[src/rtl/hv_divider_pid_duty_macros.svh]
// Assertion macros for the voltage loop, used by hvd_core.
// Each macro samples on clk and is disabled while rst_n is low, so the
// module that uses it must have ports of those names.
`ifndef HV_DIVIDER_PID_DUTY_MACROS_SVH
`define HV_DIVIDER_PID_DUTY_MACROS_SVH

// The consequent must hold in the same cycle as the antecedent.
`define HVD_ASSERT_SAME(lbl, ante, cons, msg) \
    lbl: assert property (@(posedge clk) disable iff (!rst_n) (ante) |-> (cons)) \
        else $error(msg);

// The consequent must hold in the cycle after the antecedent.
`define HVD_ASSERT_NEXT(lbl, ante, cons, msg) \
    lbl: assert property (@(posedge clk) disable iff (!rst_n) (ante) |=> (cons)) \
        else $error(msg);

`endif

[src/rtl/hvd_pkg.sv]
// Package for the high-voltage divider PID loop: widths, constants,
// register codes, sequencer states and the structs passed between modules.
// No dependencies.
package hvd_pkg;

    localparam int DUTY_BITS     = 10;
    localparam int INTEGRAL_BITS = 40;

    localparam int MV_W       = 12;
    localparam int TARGET_W   = 17;
    localparam int GAIN_W     = 24;
    localparam int RAIL_W     = 18;
    localparam int ERR_W      = 19;
    localparam int DERR_W     = 20;
    localparam int ERR50_W    = 25;
    localparam int DERR2500_W = 32;
    localparam int N_W        = 29;
    localparam int QRAIL_W    = 18;
    localparam int ISUM_W     = INTEGRAL_BITS + 1;
    localparam int ILO_W      = 24;
    localparam int ACC_W      = INTEGRAL_BITS + 34;
    localparam int H_W        = ACC_W - ILO_W;

    localparam int MUL_W  = 33;
    localparam int PROD_W = 2 * MUL_W;

    localparam int APB_DATA_W = 32;
    localparam int APB_ADDR_W = 4;
    localparam int REG_IDX_W  = 2;

    // Divider scaling: rail = floor((mv * 80544 + 1062) / 2125) - 10240,
    // capped at RAIL_MAX. The division is a multiplication by
    // ceil(2^41 / 2125), which is exact for every 12-bit reading.
    localparam int unsigned SCALE_MUL  = 80544;
    localparam int unsigned RAIL_ROUND = 1062;
    localparam int          RAIL_SHIFT = 41;
    localparam int unsigned RAIL_RECIP = 1034834474;
    localparam int          OFFSET_Q8  = 10240;
    localparam int          RAIL_MAX   = 131071;

    localparam int STEP_RATE  = 50;
    localparam int DUTY_FULL  = (1 << DUTY_BITS) - 1;
    localparam int DUTY_LIMIT = DUTY_FULL * 4 / 5;
    // Any value at or above this bound divides to more than the limit.
    localparam int H_LIMIT    = STEP_RATE * (DUTY_LIMIT + 1);
    localparam int HQ_W       = $clog2(H_LIMIT);
    // Reciprocal of the step rate, exact for every value below H_LIMIT.
    localparam int QUO_SHIFT  = DUTY_BITS + 12;
    localparam int QUO_RECIP  = ((1 << QUO_SHIFT) + STEP_RATE - 1) / STEP_RATE;

    localparam int TARGET_RESET = 0;
    localparam int PROP_RESET   = 6554;
    localparam int INTEG_RESET  = 655;
    localparam int DERIV_RESET  = 655;

    localparam logic [REG_IDX_W-1:0] REG_TARGET = 2'd0;
    localparam logic [REG_IDX_W-1:0] REG_PROP   = 2'd1;
    localparam logic [REG_IDX_W-1:0] REG_INTEG  = 2'd2;
    localparam logic [REG_IDX_W-1:0] REG_DERIV  = 2'd3;

    typedef enum logic [3:0] {
        ST_IDLE,
        ST_SCALE,
        ST_OFFS,
        ST_DIVR,
        ST_RAIL,
        ST_ERR,
        ST_UPD,
        ST_MP,
        ST_MD,
        ST_MIL,
        ST_MIH,
        ST_SUMH,
        ST_CLAMP,
        ST_QUO
    } hvd_state_t;

    typedef struct packed {
        logic [TARGET_W-1:0] target_voltage;
        logic [GAIN_W-1:0]   prop_gain;
        logic [GAIN_W-1:0]   integ_gain;
        logic [GAIN_W-1:0]   deriv_gain;
    } hvd_cfg_t;

    typedef struct packed {
        logic [MUL_W-1:0] a;
        logic [MUL_W-1:0] b;
    } hvd_mul_req_t;

endpackage

[src/rtl/hvd_if.sv]
// Valid/ready channel interfaces for the reading input and the duty result.
// Depends on hvd_pkg for the payload widths.
interface hvd_sample_if;
    import hvd_pkg::*;

    logic            valid;
    logic            ready;
    logic [MV_W-1:0] sense_millivolts;

    modport source (output valid, output sense_millivolts, input ready);
    modport sink   (input valid, input sense_millivolts, output ready);
endinterface

interface hvd_result_if;
    import hvd_pkg::*;

    logic                     valid;
    logic                     ready;
    logic [DUTY_BITS-1:0]     pwm_duty;
    logic signed [RAIL_W-1:0] rail_voltage;

    modport source (output valid, output pwm_duty, output rail_voltage, input ready);
    modport sink   (input valid, input pwm_duty, input rail_voltage, output ready);
endinterface

[src/rtl/hvd_regs.sv]
// APB-style configuration registers: setpoint and the three loop gains.
// Depends on hvd_pkg for the register codes, reset values and hvd_cfg_t.
module hvd_regs (
    input  logic                          clk,
    input  logic                          rst_n,
    input  logic                          psel,
    input  logic                          penable,
    input  logic                          pwrite,
    input  logic [hvd_pkg::APB_ADDR_W-1:0] paddr,
    input  logic [hvd_pkg::APB_DATA_W-1:0] pwdata,
    output logic [hvd_pkg::APB_DATA_W-1:0] prdata,
    output logic                          pready,
    output hvd_pkg::hvd_cfg_t             cfg
);
    import hvd_pkg::*;

    hvd_cfg_t             cfg_reg;
    logic                 wr_en;
    logic [REG_IDX_W-1:0] reg_idx;

    assign pready  = 1'b1;
    assign wr_en   = psel && penable && pwrite;
    assign reg_idx = paddr[APB_ADDR_W-1:APB_ADDR_W-REG_IDX_W];
    assign cfg     = cfg_reg;

    always_ff @(posedge clk or negedge rst_n)
    begin
        if (!rst_n)
        begin
            cfg_reg.target_voltage <= TARGET_W'(TARGET_RESET);
            cfg_reg.prop_gain      <= GAIN_W'(PROP_RESET);
            cfg_reg.integ_gain     <= GAIN_W'(INTEG_RESET);
            cfg_reg.deriv_gain     <= GAIN_W'(DERIV_RESET);
        end
        else if (wr_en)
        begin
            unique case (reg_idx)
                REG_TARGET: cfg_reg.target_voltage <= pwdata[TARGET_W-1:0];
                REG_PROP:   cfg_reg.prop_gain      <= pwdata[GAIN_W-1:0];
                REG_INTEG:  cfg_reg.integ_gain     <= pwdata[GAIN_W-1:0];
                REG_DERIV:  cfg_reg.deriv_gain     <= pwdata[GAIN_W-1:0];
                default:    ;
            endcase
        end
    end

    // Gains read back sign-extended to the bus width.
    always_comb
    begin
        unique case (reg_idx)
            REG_TARGET: prdata = APB_DATA_W'(cfg_reg.target_voltage);
            REG_PROP:   prdata = APB_DATA_W'($signed(cfg_reg.prop_gain));
            REG_INTEG:  prdata = APB_DATA_W'($signed(cfg_reg.integ_gain));
            REG_DERIV:  prdata = APB_DATA_W'($signed(cfg_reg.deriv_gain));
            default:    prdata = '0;
        endcase
    end

endmodule

[src/rtl/hvd_mul.sv]
// Shared signed multiplier with a registered product.
// Depends on hvd_pkg for the operand widths and hvd_mul_req_t.
module hvd_mul (
    input  logic                             clk,
    input  hvd_pkg::hvd_mul_req_t            req,
    output logic signed [hvd_pkg::PROD_W-1:0] prod
);
    import hvd_pkg::*;

    logic signed [PROD_W-1:0] prod_reg;

    always_ff @(posedge clk)
    begin
        prod_reg <= $signed(req.a) * $signed(req.b);
    end

    assign prod = prod_reg;

endmodule

[src/rtl/hvd_core.sv]
// Sequencer and datapath of the voltage loop: rail conversion, PID terms,
// duty clamp and the output register. Drives the shared multiplier.
// Depends on hvd_pkg, hvd_if.sv and hv_divider_pid_duty_macros.svh.
`include "hv_divider_pid_duty_macros.svh"

module hvd_core (
    input  logic                             clk,
    input  logic                             rst_n,
    input  hvd_pkg::hvd_cfg_t                cfg,
    hvd_sample_if.sink                       sample,
    hvd_result_if.source                     result,
    output hvd_pkg::hvd_mul_req_t            mul_req,
    input  logic signed [hvd_pkg::PROD_W-1:0] mul_prod
);
    import hvd_pkg::*;

    localparam logic signed [INTEGRAL_BITS-1:0] IMAX = {1'b0, {(INTEGRAL_BITS-1){1'b1}}};
    localparam logic signed [INTEGRAL_BITS-1:0] IMIN = {1'b1, {(INTEGRAL_BITS-1){1'b0}}};

    hvd_state_t state_reg;
    hvd_state_t state_next;

    logic [MV_W-1:0]                 mv_reg;
    logic [N_W-1:0]                  n_reg;
    logic signed [RAIL_W-1:0]        rail_reg;
    logic signed [ERR_W-1:0]         err_reg;
    logic signed [DERR_W-1:0]        derr_reg;
    logic signed [ERR50_W-1:0]       err50_reg;
    logic signed [DERR2500_W-1:0]    d2500_reg;
    logic signed [ACC_W-1:0]         acc_reg;
    logic                            duty_zero_reg;
    logic                            duty_max_reg;
    logic signed [INTEGRAL_BITS-1:0] isum_reg;
    logic signed [ERR_W-1:0]         last_err_reg;
    logic                            out_valid_reg;
    logic                            out_valid_next;
    logic [DUTY_BITS-1:0]            duty_out_reg;
    logic signed [RAIL_W-1:0]        rail_out_reg;

    logic [QRAIL_W-1:0]              q_rail;
    logic signed [ERR_W-1:0]         rail_wide;
    logic signed [RAIL_W-1:0]        rail_sat;
    logic signed [ERR_W-1:0]         err_calc;
    logic signed [ISUM_W-1:0]        isum_wide;
    logic signed [INTEGRAL_BITS-1:0] isum_next;
    logic signed [ERR50_W-1:0]       err_ext50;
    logic signed [ERR50_W-1:0]       err50_calc;
    logic signed [DERR2500_W-1:0]    derr_ext;
    logic signed [DERR2500_W-1:0]    d2500_calc;
    logic signed [H_W-1:0]           h_val;
    logic                            h_neg;
    logic                            h_big;
    logic [DUTY_BITS-1:0]            quot;
    logic [DUTY_BITS-1:0]            duty_next;
    logic                            load;

    assign sample.ready = (state_reg == ST_IDLE);
    assign load         = (state_reg == ST_QUO) && (!out_valid_reg || result.ready);

    assign result.valid        = out_valid_reg;
    assign result.pwm_duty     = duty_out_reg;
    assign result.rail_voltage = rail_out_reg;

    // Rail conversion from the reciprocal product.
    assign q_rail    = mul_prod[RAIL_SHIFT +: QRAIL_W];
    assign rail_wide = $signed({1'b0, q_rail}) - ERR_W'(OFFSET_Q8);
    assign rail_sat  = (rail_wide > ERR_W'(RAIL_MAX)) ? RAIL_W'(RAIL_MAX)
                                                      : rail_wide[RAIL_W-1:0];
    assign err_calc  = $signed({2'b00, cfg.target_voltage}) - ERR_W'(rail_reg);

    // Integral with saturation at its signed bounds.
    assign isum_wide = ISUM_W'(isum_reg) + ISUM_W'(err_reg);
    always_comb
    begin
        if (isum_wide[ISUM_W-1] != isum_wide[ISUM_W-2])
        begin
            isum_next = isum_wide[ISUM_W-1] ? IMIN : IMAX;
        end
        else
        begin
            isum_next = isum_wide[INTEGRAL_BITS-1:0];
        end
    end

    // Step-rate factors by shift and add: 50 = 32+16+2, 2500 = 2048+256+128+64+4.
    assign err_ext50  = ERR50_W'(err_reg);
    assign err50_calc = (err_ext50 <<< 5) + (err_ext50 <<< 4) + (err_ext50 <<< 1);
    assign derr_ext   = DERR2500_W'(derr_reg);
    assign d2500_calc = (derr_ext <<< 11) + (derr_ext <<< 8) + (derr_ext <<< 7)
                      + (derr_ext <<< 6) + (derr_ext <<< 2);

    // Whole duty counts times the step rate, floored.
    assign h_val = acc_reg[ACC_W-1:ILO_W];
    assign h_neg = h_val[H_W-1];
    assign h_big = !h_neg && (h_val >= H_W'(H_LIMIT));
    assign quot  = mul_prod[QUO_SHIFT +: DUTY_BITS];

    always_comb
    begin
        if (duty_zero_reg)
        begin
            duty_next = '0;
        end
        else if (duty_max_reg)
        begin
            duty_next = DUTY_BITS'(DUTY_LIMIT);
        end
        else
        begin
            duty_next = quot;
        end
    end

    always_comb
    begin
        mul_req.a = '0;
        mul_req.b = '0;
        case (state_reg)
            ST_SCALE:
            begin
                mul_req.a = MUL_W'(mv_reg);
                mul_req.b = MUL_W'(SCALE_MUL);
            end
            ST_DIVR:
            begin
                mul_req.a = MUL_W'(n_reg);
                mul_req.b = MUL_W'(RAIL_RECIP);
            end
            ST_MP:
            begin
                mul_req.a = MUL_W'($signed(cfg.prop_gain));
                mul_req.b = MUL_W'(err50_reg);
            end
            ST_MD:
            begin
                mul_req.a = MUL_W'($signed(cfg.deriv_gain));
                mul_req.b = MUL_W'(d2500_reg);
            end
            ST_MIL:
            begin
                mul_req.a = MUL_W'($signed(cfg.integ_gain));
                mul_req.b = MUL_W'(isum_reg[ILO_W-1:0]);
            end
            ST_MIH:
            begin
                mul_req.a = MUL_W'($signed(cfg.integ_gain));
                mul_req.b = MUL_W'(isum_reg >>> ILO_W);
            end
            // The quotient is reissued while the output register is full.
            ST_CLAMP, ST_QUO:
            begin
                mul_req.a = MUL_W'(h_val[HQ_W-1:0]);
                mul_req.b = MUL_W'(QUO_RECIP);
            end
            default:
            begin
                mul_req.a = '0;
                mul_req.b = '0;
            end
        endcase
    end

    always_comb
    begin
        state_next = state_reg;
        unique case (state_reg)
            ST_IDLE:  if (sample.valid) state_next = ST_SCALE;
            ST_SCALE: state_next = ST_OFFS;
            ST_OFFS:  state_next = ST_DIVR;
            ST_DIVR:  state_next = ST_RAIL;
            ST_RAIL:  state_next = ST_ERR;
            ST_ERR:   state_next = ST_UPD;
            ST_UPD:   state_next = ST_MP;
            ST_MP:    state_next = ST_MD;
            ST_MD:    state_next = ST_MIL;
            ST_MIL:   state_next = ST_MIH;
            ST_MIH:   state_next = ST_SUMH;
            ST_SUMH:  state_next = ST_CLAMP;
            ST_CLAMP: state_next = ST_QUO;
            ST_QUO:   if (load) state_next = ST_IDLE;
            default:  state_next = ST_IDLE;
        endcase
    end

    always_comb
    begin
        if (load)
        begin
            out_valid_next = 1'b1;
        end
        else if (result.ready)
        begin
            out_valid_next = 1'b0;
        end
        else
        begin
            out_valid_next = out_valid_reg;
        end
    end

    always_ff @(posedge clk or negedge rst_n)
    begin
        if (!rst_n)
        begin
            state_reg     <= ST_IDLE;
            out_valid_reg <= 1'b0;
            isum_reg      <= '0;
            last_err_reg  <= '0;
        end
        else
        begin
            state_reg     <= state_next;
            out_valid_reg <= out_valid_next;
            if (state_reg == ST_UPD)
            begin
                isum_reg     <= isum_next;
                last_err_reg <= err_reg;
            end
        end
    end

    always_ff @(posedge clk)
    begin
        unique case (state_reg)
            ST_IDLE:  if (sample.valid) mv_reg <= sample.sense_millivolts;
            ST_OFFS:  n_reg <= mul_prod[N_W-1:0] + N_W'(RAIL_ROUND);
            ST_RAIL:  rail_reg <= rail_sat;
            ST_ERR:   err_reg <= err_calc;
            ST_UPD:
            begin
                derr_reg  <= DERR_W'(err_reg) - DERR_W'(last_err_reg);
                err50_reg <= err50_calc;
            end
            ST_MP:    d2500_reg <= d2500_calc;
            ST_MD:    acc_reg <= ACC_W'(mul_prod);
            ST_MIL:   acc_reg <= acc_reg + ACC_W'(mul_prod);
            ST_MIH:   acc_reg <= acc_reg + ACC_W'(mul_prod);
            ST_SUMH:  acc_reg <= acc_reg + (ACC_W'(mul_prod) <<< ILO_W);
            ST_CLAMP:
            begin
                duty_zero_reg <= h_neg;
                duty_max_reg  <= h_big;
            end
            default:  ;
        endcase
        if (load)
        begin
            duty_out_reg <= duty_next;
            rail_out_reg <= rail_reg;
        end
    end

    `HVD_ASSERT_SAME(a_duty_range, result.valid, result.pwm_duty <= DUTY_BITS'(DUTY_LIMIT), "duty above limit")
    `HVD_ASSERT_SAME(a_rail_range, result.valid, (result.rail_voltage <= RAIL_W'(RAIL_MAX)) && (result.rail_voltage >= -RAIL_W'(OFFSET_Q8)), "rail out of range")
    `HVD_ASSERT_SAME(a_load_src, $rose(out_valid_reg), $past(state_reg) == ST_QUO, "result loaded outside final step")
    `HVD_ASSERT_NEXT(a_stall_hold, (state_reg == ST_QUO) && out_valid_reg && !result.ready, state_reg == ST_QUO, "final step left while output full")

endmodule

[src/rtl/hv_divider_pid_duty.sv]
// Top level of the high-voltage divider PID loop with clamped PWM duty.
// Depends on hvd_pkg, hvd_if.sv, hvd_regs, hvd_mul and hvd_core.
//
// Channel  Dir  Handshake            Payload
// sample   in   valid / ready        sense_millivolts[11:0]
// result   out  valid / ready        pwm_duty[9:0], rail_voltage[17:0] signed
// apb      in   psel/penable/pready  paddr[3:0], pwdata[31:0], prdata[31:0]
//
// The sequencer steps one shared 33x33 multiplier through its thirteen working
// states for each request and takes no new request until the last one is done.
// The input is ready only while the sequencer is idle. A finished result
// waits in the output register, so the next request is accepted meanwhile;
// if that register is still full when a new result is ready, the last step holds.
// Reset clears the integral and the previous error and restores register defaults.
module hv_divider_pid_duty (
    input  logic                           clk,
    input  logic                           rst_n,
    input  logic                           psel,
    input  logic                           penable,
    input  logic                           pwrite,
    input  logic [hvd_pkg::APB_ADDR_W-1:0] paddr,
    input  logic [hvd_pkg::APB_DATA_W-1:0] pwdata,
    output logic [hvd_pkg::APB_DATA_W-1:0] prdata,
    output logic                           pready,
    hvd_sample_if.sink                     sample,
    hvd_result_if.source                   result
);
    import hvd_pkg::*;

    hvd_cfg_t                 cfg;
    hvd_mul_req_t             mul_req;
    logic signed [PROD_W-1:0] mul_prod;

    hvd_regs u_regs (
        .clk     (clk),
        .rst_n   (rst_n),
        .psel    (psel),
        .penable (penable),
        .pwrite  (pwrite),
        .paddr   (paddr),
        .pwdata  (pwdata),
        .prdata  (prdata),
        .pready  (pready),
        .cfg     (cfg)
    );

    hvd_mul u_mul (
        .clk  (clk),
        .req  (mul_req),
        .prod (mul_prod)
    );

    hvd_core u_core (
        .clk      (clk),
        .rst_n    (rst_n),
        .cfg      (cfg),
        .sample   (sample),
        .result   (result),
        .mul_req  (mul_req),
        .mul_prod (mul_prod)
    );

endmodule

[src/flat_wrapper.sv]
// flat-port wrapper written by rule: the top's interface ports become plain ports
module hv_divider_pid_duty_flat import hvd_pkg::*;
  (clk, rst_n, psel, penable, pwrite, paddr, pwdata, prdata, pready, sample_valid, sample_sense_millivolts, sample_ready, result_valid, result_pwm_duty, result_rail_voltage, result_ready);
  hvd_sample_if sample_i ();
  hvd_result_if result_i ();
  input  logic clk;
  input  logic rst_n;
  input  logic psel;
  input  logic penable;
  input  logic pwrite;
  input  logic [hvd_pkg::APB_ADDR_W-1:0] paddr;
  input  logic [hvd_pkg::APB_DATA_W-1:0] pwdata;
  output logic [hvd_pkg::APB_DATA_W-1:0] prdata;
  output logic pready;
  input wire logic [$bits(sample_i.valid)-1:0] sample_valid;
  input wire logic [$bits(sample_i.sense_millivolts)-1:0] sample_sense_millivolts;
  output wire logic [$bits(sample_i.ready)-1:0] sample_ready;
  output wire logic [$bits(result_i.valid)-1:0] result_valid;
  output wire logic [$bits(result_i.pwm_duty)-1:0] result_pwm_duty;
  output wire logic [$bits(result_i.rail_voltage)-1:0] result_rail_voltage;
  input wire logic [$bits(result_i.ready)-1:0] result_ready;
  assign sample_i.valid = sample_valid;
  assign sample_i.sense_millivolts = sample_sense_millivolts;
  assign sample_ready = sample_i.ready;
  assign result_valid = result_i.valid;
  assign result_pwm_duty = result_i.pwm_duty;
  assign result_rail_voltage = result_i.rail_voltage;
  assign result_i.ready = result_ready;
  hv_divider_pid_duty u_core (.clk(clk), .rst_n(rst_n), .psel(psel), .penable(penable), .pwrite(pwrite), .paddr(paddr), .pwdata(pwdata), .prdata(prdata), .pready(pready), .sample(sample_i), .result(result_i));
endmodule
[config.mk]
export PLATFORM = sky130hd
export DESIGN_NAME = hv_divider_pid_duty_flat
export DESIGN_NICKNAME = d
export VERILOG_FILES = /design/src/rtl/hvd_pkg.sv /design/src/rtl/hvd_if.sv /design/src/rtl/hvd_regs.sv /design/src/rtl/hvd_mul.sv /design/src/rtl/hvd_core.sv /design/src/rtl/hv_divider_pid_duty.sv /design/src/flat_wrapper.sv
export VERILOG_INCLUDE_DIRS = /design/src /design/src/rtl
export SDC_FILE = /design/constraint.sdc
export NUM_CORES = 2
export LEC_CHECK = 0
export BUFFER_PORTS_ARGS = -buffer_cell sky130_fd_sc_hd__buf_2
export CAP_MARGIN = 20
export CELL_PAD_IN_SITES_DETAIL_PLACEMENT = 1
export CELL_PAD_IN_SITES_GLOBAL_PLACEMENT = 1
export CORE_AREA = 2 2 282 493
export DETAILED_ROUTE_END_ITERATION = 10
export DIE_AREA = 0 0 284 495
export PLACE_DENSITY_LB_ADDON = 0.1
export SETUP_SLACK_MARGIN = 0.15
export SLEW_MARGIN = 20
export SYNTH_ARGS = -nofsm -noshare
export SYNTH_HDL_FRONTEND = slang
export SYNTH_SLANG_ARGS = --single-unit
[constraint.sdc]
create_clock -name clk -period 17.87 [get_ports clk]
set_input_delay 1.787 -clock clk [delete_from_list [all_inputs] [get_ports clk]]
set_output_delay 1.787 -clock clk [all_outputs]
set_load 0.01 [all_outputs]
==> Yosys cells after proc, flatten, opt, wreduce, memory -nomap -nowiden <==
Index checks and enable logic that the tools add are counted.
{ "classes": {"addsub": 13, "multipliers": 1, "n_lt_le_gt_ge": 2, "eq_ne": 19, "muxes": 11, "reduce_logical": 20} }
{ "op_table": {"columns": ["operator", "n"], "rows": [
  ["one-hot mux 66 bit (7 select lines)", 1],
  ["one-hot mux 74 bit (3 select lines)", 1],
  ["one-hot mux 32 bit (4 select lines)", 1],
  ["two-way mux 40 bit", 2],
  ["adder 74 x 66 -> 74 bit", 1],
  ["adder 74 bit", 1],
  ["multiplier 33 x 33 -> 66 bit", 1],
  ["one-hot mux 4 bit (14 select lines)", 1],
  ["greater-or-equal comparator 50 x 17 -> 1 bit, second input constant", 1],
  ["adder 40 x 19 -> 41 bit", 1],
  ["adder 31 x 28 -> 32 bit", 1],
  ["adder 32 x 22 -> 32 bit", 1],
  ["adder 32 x 26 -> 32 bit", 1],
  ["adder 32 x 27 -> 32 bit", 1],
  ["adder 29 x 11 -> 29 bit, second input constant", 1],
  ["adder 24 x 23 -> 25 bit", 1],
  ["adder 25 x 20 -> 25 bit", 1],
  ["== test 4 bit, second input constant", 6],
  ["subtractor 19 x 19 -> 20 bit", 1],
  ["> comparator 19 x 18 -> 1 bit, second input constant", 1],
  ["subtractor 18 x 14 -> 19 bit, second input constant", 1],
  ["subtractor 18 x 18 -> 19 bit", 1],
  ["== test 4 x 3 -> 1 bit, second input constant", 4],
  ["AND reduction 2 bit", 6],
  ["17 further kinds", 28]
]} }
{ "totals": {"regBits": 478, "output_inout_bits": 63} }

==> Logic depth before layout (Yosys ltp) <==
{ "logic_depth": {"depth_word": 5, "depth_mapped": 42, "ltp_nobuf": 36} }

==> By module <==
A second synthesis with hierarchy kept.
{ "hier_totals": {"hier_cells": 7501, "hier_area_um2": 71846.4} }
{ "modules_own_cells": {"columns": ["module", "n_inst", "cells_per_inst", "area_per_inst_um2", "seq_area_each_um2"], "rows": [
  ["hvd_mul", 1, 4283, 40231.1, 1321.3],
  ["hvd_core", 1, 2976, 27527.7, 9288.9],
  ["hvd_regs", 1, 242, 4087.7, 2250.9]
]} }

==> Worst setup path before layout <==
Ideal clock, no wire load.
{ "synth_timing": {"path_type": "flip-flop to flip-flop", "startpoint": "register u_core.u_core.state_reg[0]", "endpoint": "register u_core.u_mul.prod_reg[65] (netlist: u_core.u_mul.prod[65])", "setup_ns": 0.072, "arrival_ns": 10.067, "required_ns": 17.798, "slack_ns": 7.731, "path_stages_with_launch": 38, "path_buffers": 5, "synth_period_minus_slack_ns": 10.139, "path_cell_list": "dfrtp_1 > buf_1 > nand2_1 > nor2_1 > buf_2 > buf_2 > buf_2 > a22oi_1 > nand3_1 > clkbuf_1 > nand2_1 > fa_1 > inv_1 > fa_1 > fa_1 > inv_1 > fa_1 > inv_1 > [2 not listed] > inv_1 > fa_1 > fa_1 > inv_1 > ha_1 > a21o_1 > a21o_1 > a21o_1 > a21oi_1 > o21bai_1 > nand2_1 > a21oi_1 > nor4_1 > o41a_1 > nand2_1 > a21o_1 > a21oi_1 > xnor2_1"} }
{ "synth_between": {"elab_chain_len": 4, "elab_cells_between_ends": 11, "classes_between": "1 x mul; 8 x eq/ne; 1 x mux; 1 x reduce/logical"} }
{ "synth_rtl": {"columns": ["item", "line_no", "source"], "rows": [
  ["start, declared", "hvd_core.sv:20", "hvd_state_t state_reg;"],
  ["start signal, assigned", "hvd_core.sv:212", "state_reg <= state_next;"],
  ["== test 4 bit", "hvd_core.sv:118", "case (state_reg)"],
  ["OR reduction 2 bit", "hvd_core.sv:118", null],
  ["one-hot mux 66 bit (7 select lines) *", "hvd_core.sv:118", null],
  ["multiplier 33 x 33 -> 66 bit *", "hvd_mul.sv:14", "prod_reg <= $signed(req.a) * $signed(req.b);"],
  ["end signal, assigned", "hvd_mul.sv:14", null],
  ["end, declared", "hvd_mul.sv:10", "logic signed [PROD_W-1:0] prod_reg;"]
]} }
Mark *: on every way between the ends. The rest lies on a longest branch, timed or not.
A chain may end at the register's enable or synchronous reset.

==> Final worst setup path <==
{ "layout_timing": {"startpoint": "register u_core.u_core.state_reg[2]", "endpoint": "register u_core.u_mul.prod_reg[64] (netlist: u_core.u_mul.prod[64])"} }
Same word-level chain as after synthesis.

==> results.txt <==
----------------------------------------------------
[Status]
  Result of the run ... completed

[Setup path]
  Data required time of the critical path ... approximately 18 ns
  Crit path largest cell delay ... 0.83 ns
  Worst path top cell family by delay ... adder cells
  Kind of start point of the critical path ... register
  Worst Path Class, Setup ... register to register
  Master of the slowest instance on the critical path ... dfrtp_1
  Arrival time of data at the critical path endpoint ... ~13 ns
  Endpoint kind of the worst setup timing path ... register
  Buf+Inv Stages, Crit Path ... 8
  Most used cell along the critical path ... fa_1
  Largest fanout on the critical path ... 20

[STA]
  Setup repair after global routing missed its margin ... no
  Top achievable clock speed ... around 78 MHz
  Worst-Margin Slew ... 1.19 ns
  Minimum clock period after layout ... 12.83 ns
  Worst Clk Skew ... 0.0414 ns
  Final Hold Fails ... 0
  Period utilisation layout ... 71.8%
  Setup TNS ... 0 ns
  Final Slew Violations ... 0
  Final setup fails ... 0
  Worst slew margin relative to its limit ... between 20% and 30%

[Flow run]
  Maxcap violations ... 0

[Floorplanning]
  Vertical die dimension ... between 400 and 500 µm
  Core Region ... 137000 µm²
  Count of standard-cell rows ... 180
  IO Count ... 118
  Effective utilization at floorplan ... 49.5%
  Chip Width ... about 280 µm
  Total Die Area ... around 140000 µm²

[Clocking]
  Clk buf depth ... 3
  Clock slew at reported path FFs ... 0.07 ns
  Post-CTS setup-driven buffer insertion count ... 0
  Num CTS Buffers ... 45
  Worst skew pair latency ... around 0.66 ns
  Clock tree from TritonCTS ... built
  H-Tree Depth ... 2
  Root cell of the clock tree ... clkbuf_16
  Post-cts sizing count ... 0
  Hold_buf cts ... 0
  Total number of clock tree sinks ... 475

[Detailed routing]
  Number of DRC markers after the initial detailed-route iteration ... 3177
  Antenna violation net count after detailed routing ... 0
  Drc violations ... 0
  Routed vias/inst ... 5.99
  Detailed Route WL ... 255000 µm
  Drt wl/cell ... 28.3 µm
  Detailed Routing Iterations Pass 1 ... 7
  Via count ... 53900

[Placement]
  Placed wire-length estimate after detailed placement ... 205000 µm
  Number of instances in the placed design ... 8911
  Weighted congestion reported at the end of routability-driven placement ... 0.987
  Input/output buffers ... 106
  Post-placement cell area ... 70500 µm²

[GRT]
  First-pass GRT wire length ... 385000 µm
  Number of antenna violations at the first check in global routing ... 7
  Number of global-route vias before repair ... 61600
  Congestion Overflow GR ... 0
  Total routing usage reported by global routing ... a little under two fifths
  Maximum number of pins on one net before global-route repair ... 99

[Layout]
  Proportion of layout cells with a drive suffix above 1 ... 7.44%
  Net total in the final layout ... just under 9000
  Total of fill cells in the finished design ... 15700
  Final core utilization ... 52.6%
  Growth of design area from synthesis to finish ... 6.12%
  Finished Cell Area ... approximately 72000 µm²
  Number of non-filler instances in the completed layout ... approximately 9000
  Flip-flop count of the largest register, all copies and words added ... 89

[Synthesis]
  Net count after synthesis ... 8847
  Cell types with the largest area share after synthesis ... fa_1 34%, edfxtp_1 11%, ha_1 8.7%
  Most used standard cell by instance count after synthesis ... fa_1
  Unique cell type count in the Yosys netlist ... just over 90
  Prevailing post-synth register cell ... edfxtp_1
  Post-Syn Instances ... a little over 7000
  Top cell types by occurrence after synthesis ... 1147 x fa_1, 1139 x inv_1, 1015 x nand2_1
  Sequential fraction of the synthesis area ... a little under a fifth
  Area share of the largest cell type after synthesis ... 33.8%
  Post-synth EDFFs ... 256
  Share of async-settable or async-resettable flops after synthesis ... between 30% and 40%
  Yosys synthesis warning count ... 0
  Number of synthesized register bits ... 475
  Mean cell area of the mapped netlist ... 9.46 µm²
  Syn Std Cell Area ... 67800 µm²
  Area leader, netlist ... fa_1

[Min path]
  Path category of the worst min-delay check ... register to register

----------------------------------------------------
==> placed cells by master, fill, tap and decap left out, types with 18 or more instances in the layout <==
| master | instances |
|---|---|
| and4_1 | 29 |
| nand4_1 | 81 |
| nor2b_1 | 36 |
| xnor2_1 | 195 |
| mux2_2 | 95 |
| nand2b_1 | 46 |
| fa_1 | 1147 |
| a22oi_1 | 48 |
| nor3_1 | 45 |
| maj3_1 | 18 |
| o21ai_1 | 79 |
| nor2_1 | 552 |
| a21oi_1 | 297 |
| buf_2 | 105 |
| o21bai_1 | 44 |
| and3_1 | 30 |
| dfstp_2 | 19 |
| or2_2 | 23 |
| nand2_1 | 1009 |
| clkbuf_16 | 46 |
| edfxtp_1 | 256 |
| o31ai_1 | 18 |
| dfxtp_1 | 66 |
| buf_4 | 133 |
| a31oi_1 | 29 |
| o211ai_1 | 19 |
| a211oi_1 | 26 |
| a21o_1 | 162 |
| o21a_1 | 46 |
| ha_1 | 473 |
| inv_1 | 1137 |
| and2_1 | 29 |
| dfrtp_1 | 134 |
| xor2_1 | 104 |
| nand3_1 | 75 |
| o21ai_0 | 211 |
==> metal layers <==
metal	global-route usage, %	vias up	share of wire (%)
li1	-	23100	-
met1	40.6	28300	35
met2	66.0	1756	51
met3	4.70	776	5.2
met4	27.1	2	9.1
met5	0	-	0.0051
==> logic make-up after synthesis <==
logic type	after synthesis	share of synthesized area, %
AND/OR/NAND/NOR	2021	12.8
adder cells (fa/ha/maj)	1638	42.8
buffers and inverters	1463	8.20
AO/OA/AOI/OAI	1155	11.1
flip-flops	475	19.0
XOR/XNOR	300	3.87
multiplexers	119	2.24
other	1	0.00553
==> per-stage QoR <==
| stage | setup WS (ns) | hold WS, ns |
|---|---|---|
| global route | 4.64 | 0.537 |
| CTS | 5.14 | 0.511 |
| finish | 5.04 | 0.500 |
| global placement | 5.25 | 0.477 |
| floorplan | 7.73 | 0.426 |
| detailed placement | 5.20 | 0.495 |
==> final cells by class <==
cell class | count | area, µm² | share of cell area [%]
repair buffers | 240 | 1550 | 2.15
clock inverters | 28 | 243 | 0.337
flip-flops and latches | 475 | 12900 | 17.9
inverters | 1142 | 4290 | 5.96
diodes | 4 | 10.0 | 0.0139
multi-input cells | 5234 | 49600 | 68.9
well taps | 1820 | 2280 | 3.16
clock buffers | 55 | 1200 | 1.66
==> worst reg2reg max path, delay by kind of cell (launching register included) <==
kind,cells,cell delay (ns)
buffers and inverters,8,2.73
AO/OA/AOI/OAI,9,2.28
AND/OR/NAND/NOR,7,2.05
adder cells (fa/ha/maj),9,4.79
flip-flops,1,0.83
XOR/XNOR,1,0.13
==> final timing paths <==
kind,startpoint,endpoint,slack [ns],cells after the start
max reg2reg,u_core.u_core.state_reg[2],u_core.u_mul.prod[64],5.04,34
min,u_core.u_core.last_err_reg[0],u_core.u_core.last_err_reg[0],0.50,2
max in group asynchronous,rst_n,u_core.u_regs.cfg[69],15.14,2
min in group asynchronous,rst_n,u_core.u_core.last_err_reg[3],1.23,1
min reg2reg,u_core.u_core.last_err_reg[0],u_core.u_core.last_err_reg[0],0.50,2
max,u_core.u_core.state_reg[2],u_core.u_mul.prod[64],5.04,34
Power is not shown: default switching activity piles up to over one toggle a cycle in this logic, so the estimate is an artifact.
